[config.mk]
export PLATFORM = sky130hd
export DESIGN_NAME = rle_pair_count_decoder
export DESIGN_NICKNAME = d
export VERILOG_FILES = /design/src/rpcd_pkg.sv /design/src/rpcd_front.sv /design/src/rpcd_queue.sv /design/src/rpcd_back.sv /design/src/rle_pair_count_decoder.sv
export SDC_FILE = /design/constraint.sdc
export NUM_CORES = 1
export LEC_CHECK = 0
export BUFFER_PORTS_ARGS = -buffer_cell sky130_fd_sc_hd__buf_2
export CAP_MARGIN = 30
export CORE_UTILIZATION = 50
export DETAILED_ROUTE_END_ITERATION = 8
export PLACE_DENSITY = 0.74
export SLEW_MARGIN = 20
export SYNTH_ARGS = -nofsm -noshare
export SYNTH_HDL_FRONTEND = slang
export SYNTH_SLANG_ARGS = --single-unit
[constraint.sdc]
create_clock -name clk -period 18.9 [get_ports clk]
set_clock_uncertainty 0.2 [all_clocks]
set_input_delay 0.945 -clock clk [delete_from_list [all_inputs] [get_ports clk]]
set_output_delay 0.945 -clock clk [all_outputs]
set_load 0.02 [all_outputs]
[src/rpcd_pkg.sv]
package rpcd_pkg;

  localparam int BYTE_W      = 8;
  localparam int FRAME_W     = 14;
  localparam int CNT_W       = 4;
  localparam int MAX_COPIES  = 8;
  localparam int RESULT_CAP  = 32;
  localparam int N_W         = $clog2(RESULT_CAP + 1);
  localparam int FRAME_MIN   = 1;
  localparam int FRAME_MAX   = 8192;
  localparam int FRAME_RESET = 512;
  localparam int QUEUE_DEPTH = 2;
  localparam int QUEUE_AW    = $clog2(QUEUE_DEPTH);

  typedef enum logic [1:0] {
    PH_EMPTY = 2'd0,
    PH_ONE   = 2'd1,
    PH_PAIR  = 2'd2
  } phase_t;

  typedef enum logic {
    BK_IDLE,
    BK_RUN
  } back_state_t;

  // One classified input item: a first emission (literal or run), an
  // optional trailing literal, and the end-of-stream mark.
  typedef struct packed {
    logic [BYTE_W-1:0] a_val;
    logic [BYTE_W-1:0] a_cnt;
    logic              b_valid;
    logic [BYTE_W-1:0] b_val;
    logic              eos;
  } cmd_t;

endpackage

[src/rpcd_front.sv]
module rpcd_front (
  input  logic                      clk,
  input  logic                      rst,
  input  logic                      in_valid,
  output logic                      in_stall,
  input  logic [rpcd_pkg::BYTE_W-1:0] code_byte,
  input  logic                      end_of_stream,
  input  logic                      q_full,
  output logic                      push,
  output rpcd_pkg::cmd_t            push_cmd
);
  import rpcd_pkg::*;

  phase_t            phase, phase_next;
  logic [BYTE_W-1:0] pend, pend_next;
  logic              take;

  assign in_stall = q_full;
  assign take     = in_valid && !q_full;

  always_ff @(posedge clk) begin
    if (rst) begin
      phase <= PH_EMPTY;
      pend  <= '0;
    end else begin
      phase <= phase_next;
      pend  <= pend_next;
    end
  end

  always_comb begin
    phase_next       = phase;
    pend_next        = pend;
    push             = 1'b0;
    push_cmd.a_val   = pend;
    push_cmd.a_cnt   = BYTE_W'(1);
    push_cmd.b_valid = 1'b0;
    push_cmd.b_val   = code_byte;
    push_cmd.eos     = end_of_stream;
    if (take) begin
      unique case (phase)
        PH_ONE: begin
          if (code_byte == pend && !end_of_stream) begin
            phase_next = PH_PAIR;
          end else begin
            push = 1'b1;
            if (end_of_stream) begin
              push_cmd.b_valid = 1'b1;
              phase_next       = PH_EMPTY;
            end else begin
              pend_next  = code_byte;
              phase_next = PH_ONE;
            end
          end
        end
        PH_PAIR: begin
          push           = 1'b1;
          push_cmd.a_cnt = code_byte;
          phase_next     = PH_EMPTY;
        end
        default: begin
          if (end_of_stream) begin
            push           = 1'b1;
            push_cmd.a_val = code_byte;
            phase_next     = PH_EMPTY;
          end else begin
            pend_next  = code_byte;
            phase_next = PH_ONE;
          end
        end
      endcase
    end
  end

endmodule

[src/rpcd_queue.sv]
module rpcd_queue (
  input  logic           clk,
  input  logic           rst,
  input  logic           push,
  input  rpcd_pkg::cmd_t push_cmd,
  output logic           full,
  input  logic           pop,
  output rpcd_pkg::cmd_t pop_cmd,
  output logic           not_empty
);
  import rpcd_pkg::*;

  cmd_t                mem [QUEUE_DEPTH];
  logic [QUEUE_AW-1:0] wr_ptr, rd_ptr;
  logic [QUEUE_AW:0]   count;
  logic                do_push, do_pop;

  assign full      = (count == (QUEUE_AW+1)'(QUEUE_DEPTH));
  assign not_empty = (count != '0);
  assign do_push   = push && !full;
  assign do_pop    = pop && not_empty;
  assign pop_cmd   = mem[rd_ptr];

  always_ff @(posedge clk) begin
    if (do_push) begin
      mem[wr_ptr] <= push_cmd;
    end
  end

  always_ff @(posedge clk) begin
    if (rst) begin
      wr_ptr <= '0;
      rd_ptr <= '0;
      count  <= '0;
    end else begin
      if (do_push) begin
        wr_ptr <= (wr_ptr == QUEUE_AW'(QUEUE_DEPTH - 1)) ? '0 : wr_ptr + 1'b1;
      end
      if (do_pop) begin
        rd_ptr <= (rd_ptr == QUEUE_AW'(QUEUE_DEPTH - 1)) ? '0 : rd_ptr + 1'b1;
      end
      if (do_push && !do_pop) begin
        count <= count + 1'b1;
      end else if (do_pop && !do_push) begin
        count <= count - 1'b1;
      end
    end
  end

endmodule

[src/rpcd_back.sv]
module rpcd_back (
  input  logic                        clk,
  input  logic                        rst,
  input  logic                        cfg_wr_en,
  input  logic [rpcd_pkg::FRAME_W-1:0] cfg_wr_data,
  input  logic                        q_valid,
  input  rpcd_pkg::cmd_t              q_cmd,
  output logic                        q_pop,
  output logic                        out_valid,
  input  logic                        out_stall,
  output logic [rpcd_pkg::BYTE_W-1:0] pixel_byte,
  output logic [rpcd_pkg::CNT_W-1:0]  copies,
  output logic                        frame_last
);
  import rpcd_pkg::*;

  back_state_t        state, state_next;
  logic [FRAME_W-1:0] frame_size;
  logic [FRAME_W-1:0] lim;
  logic [BYTE_W-1:0]  cur_val, cur_val_next;
  logic [BYTE_W-1:0]  rem, rem_next;
  logic               b_pend, b_pend_next;
  logic [BYTE_W-1:0]  b_val, b_val_next;
  logic               eos_f, eos_f_next;
  logic [N_W-1:0]     n, n_next;
  logic [FRAME_W-1:0] be, be_next;
  logic               full, full_next;
  logic               out_valid_next;
  logic [BYTE_W-1:0]  pixel_byte_next;
  logic [CNT_W-1:0]   copies_next;
  logic               frame_last_next;
  logic               slot_free;
  logic [FRAME_W-1:0] room;
  logic [CNT_W-1:0]   c0, c;
  logic               reached, more;

  // Clamp the programmed size into the legal frame range.
  always_comb begin
    if (frame_size < FRAME_W'(FRAME_MIN)) begin
      lim = FRAME_W'(FRAME_MIN);
    end else if (frame_size > FRAME_W'(FRAME_MAX)) begin
      lim = FRAME_W'(FRAME_MAX);
    end else begin
      lim = frame_size;
    end
  end

  assign slot_free = !out_valid || !out_stall;
  assign room      = lim - be;
  assign c0        = (rem > BYTE_W'(MAX_COPIES)) ? CNT_W'(MAX_COPIES) : rem[CNT_W-1:0];
  assign c         = (room < FRAME_W'(c0)) ? room[CNT_W-1:0] : c0;
  assign reached   = ((be + FRAME_W'(c)) >= lim);
  assign more      = ((rem != BYTE_W'(c)) && (n < N_W'(RESULT_CAP - 1))) || b_pend;

  always_ff @(posedge clk) begin
    if (rst) begin
      frame_size <= FRAME_W'(FRAME_RESET);
      state      <= BK_IDLE;
      be         <= '0;
      full       <= 1'b0;
      out_valid  <= 1'b0;
      b_pend     <= 1'b0;
      eos_f      <= 1'b0;
      n          <= '0;
      rem        <= '0;
    end else begin
      if (cfg_wr_en) begin
        frame_size <= cfg_wr_data;
      end
      state     <= state_next;
      be        <= be_next;
      full      <= full_next;
      out_valid <= out_valid_next;
      b_pend    <= b_pend_next;
      eos_f     <= eos_f_next;
      n         <= n_next;
      rem       <= rem_next;
    end
  end

  always_ff @(posedge clk) begin
    cur_val    <= cur_val_next;
    b_val      <= b_val_next;
    pixel_byte <= pixel_byte_next;
    copies     <= copies_next;
    frame_last <= frame_last_next;
  end

  always_comb begin
    state_next      = state;
    cur_val_next    = cur_val;
    rem_next        = rem;
    b_pend_next     = b_pend;
    b_val_next      = b_val;
    eos_f_next      = eos_f;
    n_next          = n;
    be_next         = be;
    full_next       = full;
    q_pop           = 1'b0;
    out_valid_next  = out_valid && out_stall;
    pixel_byte_next = pixel_byte;
    copies_next     = copies;
    frame_last_next = frame_last;
    unique case (state)
      BK_IDLE: begin
        if (q_valid) begin
          q_pop        = 1'b1;
          cur_val_next = q_cmd.a_val;
          rem_next     = q_cmd.a_cnt;
          b_pend_next  = q_cmd.b_valid;
          b_val_next   = q_cmd.b_val;
          eos_f_next   = q_cmd.eos;
          n_next       = '0;
          state_next   = BK_RUN;
        end
      end
      BK_RUN: begin
        if (slot_free) begin
          if (rem != '0 && !full && n < N_W'(RESULT_CAP)) begin
            out_valid_next = 1'b1;
            n_next         = n + 1'b1;
            if (be >= lim) begin
              // Limit already met (lowered since the frame began): end marker.
              pixel_byte_next = '0;
              copies_next     = '0;
              frame_last_next = 1'b1;
              full_next       = 1'b1;
              rem_next        = '0;
            end else begin
              pixel_byte_next = cur_val;
              copies_next     = c;
              frame_last_next = reached || (eos_f && !more);
              full_next       = reached;
              be_next         = be + FRAME_W'(c);
              rem_next        = rem - BYTE_W'(c);
            end
          end else if (b_pend && !full) begin
            cur_val_next = b_val;
            rem_next     = BYTE_W'(1);
            b_pend_next  = 1'b0;
          end else begin
            if (eos_f && !full && n == '0) begin
              out_valid_next  = 1'b1;
              pixel_byte_next = '0;
              copies_next     = '0;
              frame_last_next = 1'b1;
            end
            if (eos_f) begin
              be_next   = '0;
              full_next = 1'b0;
            end
            rem_next    = '0;
            b_pend_next = 1'b0;
            state_next  = BK_IDLE;
          end
        end
      end
      default: begin
        state_next = BK_IDLE;
      end
    endcase
  end

endmodule

[src/rle_pair_count_decoder.sv]
// Run-length decoder for display frames. Each input transaction carries one
// code byte and an end-of-stream flag; a byte followed by an equal byte opens
// a run whose length (0 to 255) is the next byte, any other byte is a
// literal. Output transactions carry a byte value and a copy count of 1 to
// MAX_COPIES (8); copies of 0 is an end marker. Output stops once frame_size
// bytes (clamped to 1..8192, reset 512) have gone out: that transaction has
// frame_last set and input is dropped until end_of_stream, which also closes
// every frame with frame_last on its final transaction. Timing: the front end
// takes one input per cycle while its two-entry command queue has room;
// bytes that only complete a pair, or wait to be classified, push nothing.
// Every other input becomes one command; the back end pops it, sends its
// output transactions (a run of N gives ceil(N/8) of them), switches to a
// trailing literal, and closes it, and it takes a new command only once
// it has closed the last. Apart from the pop, the back end advances only
// while the output register is free or being taken. Write frame_size only
// while the block is idle.
module rle_pair_count_decoder (
  input  logic                          clk,
  input  logic                          rst,
  input  logic                          cfg_wr_en,
  input  logic [rpcd_pkg::FRAME_W-1:0]  cfg_wr_data,
  input  logic                          in_valid,
  output logic                          in_stall,
  input  logic [rpcd_pkg::BYTE_W-1:0]   code_byte,
  input  logic                          end_of_stream,
  output logic                          out_valid,
  input  logic                          out_stall,
  output logic [rpcd_pkg::BYTE_W-1:0]   pixel_byte,
  output logic [rpcd_pkg::CNT_W-1:0]    copies,
  output logic                          frame_last
);
  import rpcd_pkg::*;

  logic q_full;
  logic q_push;
  logic q_pop;
  logic q_valid;
  cmd_t push_cmd;
  cmd_t pop_cmd;

  // Front end: pair detection, hold the pending byte, push commands.
  rpcd_front u_front (
    .clk           (clk),
    .rst           (rst),
    .in_valid      (in_valid),
    .in_stall      (in_stall),
    .code_byte     (code_byte),
    .end_of_stream (end_of_stream),
    .q_full        (q_full),
    .push          (q_push),
    .push_cmd      (push_cmd)
  );

  // Decouple classification from expansion.
  rpcd_queue u_queue (
    .clk       (clk),
    .rst       (rst),
    .push      (q_push),
    .push_cmd  (push_cmd),
    .full      (q_full),
    .pop       (q_pop),
    .pop_cmd   (pop_cmd),
    .not_empty (q_valid)
  );

  // Back end: split runs, track the frame count, mark the end of frame.
  rpcd_back u_back (
    .clk         (clk),
    .rst         (rst),
    .cfg_wr_en   (cfg_wr_en),
    .cfg_wr_data (cfg_wr_data),
    .q_valid     (q_valid),
    .q_cmd       (pop_cmd),
    .q_pop       (q_pop),
    .out_valid   (out_valid),
    .out_stall   (out_stall),
    .pixel_byte  (pixel_byte),
    .copies      (copies),
    .frame_last  (frame_last)
  );

endmodule

==> metrics <==
post-layout min period approximately 8 ns; Max VDD drop between 0.00009 and 0.0001 V; Skew-Pair Late Insertion Delay approximately 0.42 ns; initial antenna violation count 0; Post-Syn Instances roughly 750; area grow syn2layout 12.0%; clock-pin slew on the worst setup and hold paths ~0.06 ns; CP top delay family compound AO/OA/AOI/OAI gates; CP Class reg2reg; Nets around 870; Final GP Congestion ~0.94; hold slack 0.283 ns; CTS tree built; number of distinct library cells after synthesis between 70 and 80; dpl hpwl approximately 13000 µm; Starting Density about half; ys async rst share 0%; Post-Syn Area per Cell around 10 µm²; DR vias between 5000 and 6000; Max FO, Critical Path 10; Startpoint Class flip-flop; R2R Path Start u_back.frame_size[13]; yosys warns 0; slowest stage delay, CP 0.53 ns; min-delay src u_front.phase[0]; Die X ~130 µm; worst hold path depth 2; Hold Violations, Final 0; Worst-Margin Slew approximately 1 ns; CTS Hold Bufs 0; worst path bufs/invs 2; global-route wire length before repair about 30000 µm; layout cells sized above 1 a little over an eighth; worst r2r path cells 29; # rows 45; TritonRoute pass-1 iters 8; status complete, no violations; core box area approximately 15000 µm²; Tcrit/Tclk final between 40% and 50%; register bit total from synthesis ~140; # Max-Cap Violations 0; Slew Viols, Final 0; vias in the first global route 5641; Leakage between 0.003 and 0.004 µW; PortBufs 42; Worst Hold Class reg2reg; Die Y roughly 130 µm; critical path depth 29; relative slew slack about a third; Most common cell on crit path ha_1; worst path required time about 19 ns; Ant. Diodes 0; Num CTS Buffers 17; # clock sinks 143; H-Tree Depth 4; Critical Path Start u_back.frame_size[13]; die area approximately 16000 µm²; IO Pins 43; # fillers ~1300; Final TNS setup 0 ns; final WL ~18000 µm; clock buffer depth 2; Synth top area share a little under a third; Worst Path Arrival approximately 8 ns; max frequency ~0.12 GHz; Pwr per Cell Area between 100 and 150 nW/µm²; initial drt markers around 580; pin count of the biggest net entering global routing between 40 and 50; WL/cell between 15 and 20 µm; Top FF cell, synth edfxtp_1; Netlist Area Pre-Place approximately 7800 µm²; DRT antenna net count 0; vias per std cell around 6.0; total track usage a little under a quarter; register area share after synthesis 47.1%; total gr overflow 0; Post-synth EDFFs between 80 and 90; Post-CTS Setup Bufs 0; Clock Tree Root clkbuf_16; unrepaired setup endpoints after global routing false; Post-CTS Resized 0; dominant cell type by area after synthesis edfxtp_1; Area contributors post-synth edfxtp_1 (31%), dfxtp_1 (16%), ha_1 (7.1%); Worst path slowest cell a2111o_1; Final Setup Violations 0; Syn Nets about 820; crit end category flip-flop; DRC Markers 0
==> final cells by class <==
type | count | area (µm²) | area share [%]
tap | 188 | 235 | 2.69
inverter | 51 | 191 | 2.19
timing repair buffer | 49 | 263 | 3.01
sequential | 143 | 3670 | 42.0
multi-input combinational | 529 | 3830 | 43.8
clock inverter | 12 | 113 | 1.29
clock buffer | 20 | 437 | 4.99
==> final timing paths <==
path / slack [ns] / end
setup / recovery: 10.76 / u_back.frame_last
hold / removal: 0.28 / u_front.phase[0]
hold reg to reg: 0.28 / u_front.phase[0]
setup reg to reg: 10.76 / u_back.frame_last
==> power breakdown <==
part           switching [µW]  internal [µW]  leakage (µW)
logic                     307            180       0.00194
registers                32.5            409       0.00126
clock network             129            182      0.000267
total                     469            771       0.00346
==> stage by stage <==
stage          std cells  util (%)  total power (µW)  area [µm²]  setup WS, ns
5_1_grt              992      57.5              1310        8740         10.06
2_1_floorplan        748         -               799        7810         12.05
3_5_place_dp         959      53.8               924        8190         10.90
3_3_place_gp         959      53.8               904        8190         11.33
4_1_cts              991      57.5              1240        8730         10.84
6_report             992      57.5              1240        8740         10.76
==> cells in the final DEF (no fill, tap or decap), types with 7 or more instances in the layout <==
master / instances
edfxtp_1: 81
dfxtp_1: 62
nor2_1: 59
nand2_1: 59
inv_1: 48
mux2i_1: 45
ha_1: 44
buf_2: 42
a21oi_1: 41
o21ai_0: 26
xnor2_1: 25
and3_1: 19
nor3_1: 18
clkbuf_16: 17
mux2_2: 16
and2_1: 14
nand4_1: 12
nand3_1: 11
nand2b_1: 10
xor2_1: 8
a32o_1: 8
buf_4: 7
==> routing by layer <==
metal | GRT usage, % | up-vias | part of all wire (%)
met5 | 0 | - | 0
met4 | 8.26 | 0 | 1.5
met3 | 4.22 | 22 | 6.1
met2 | 36.7 | 193 | 47
met1 | 32.2 | 2917 | 46
li1 | - | 2842 | -
==> worst min-delay path, cell delays in order (launching register included) <==
cell and delay [ns]:
dfxtp_1 0.32, nand2_1 0.06, a21oi_1 0.05
==> sequential cells by signal (all words and copies together), names as in the netlist, 2 cells and up, named ones only <==
signal / flops
u_front.phase: 2
u_back.frame_size: 14
u_back.be: 14
u_front.pend: 8
u_back.rem: 8
u_back.b_val: 8
u_queue.count: 2
u_back.pixel_byte: 8
u_back.n: 6
u_back.cur_val: 8
u_queue.mem: 52
u_back.copies: 4
==> synthesized netlist by cell type (3+ instances only) <==
cell and instances:
nand2b_1 10, edfxtp_1 81, mux2_2 16, nor3_1 18, o311a_1 3, nor2b_1 5
a2111oi_0 4, a21oi_1 41, and3_1 19, xor2_1 8, a32o_1 8, nand2_1 59
a31oi_1 3, a211oi_1 6, nor2_1 59, a21o_1 6, mux2i_1 45, o221ai_1 3
dfxtp_1 62, nor4_1 5, o21ai_1 6, nand3_1 11, ha_1 44, xnor2_1 25
and2_1 14, buf_4 3, clkbuf_1 18, clkinv_1 3, o21a_1 4, o21ai_0 26
o31ai_1 6, nand4_1 12, inv_1 48, o221a_1 6, or3_1 6
==> logic make-up (layout without fill, tap and decap cells) <==
family                   count (synthesis)  count (layout)  synth area share (%)
AO/OA/AOI/OAI                          149             149                  13.7
multiplexers                            63              63                  8.46
adder cells (fa/ha/maj)                 47              47                  7.69
flip-flops                             143             143                  47.1
XOR/XNOR                                33              33                  3.70
AND/OR/NAND/NOR                        237             237                  15.5
buffers and inverters                   76             132                  3.91
(Power assumes the default switching activity.)
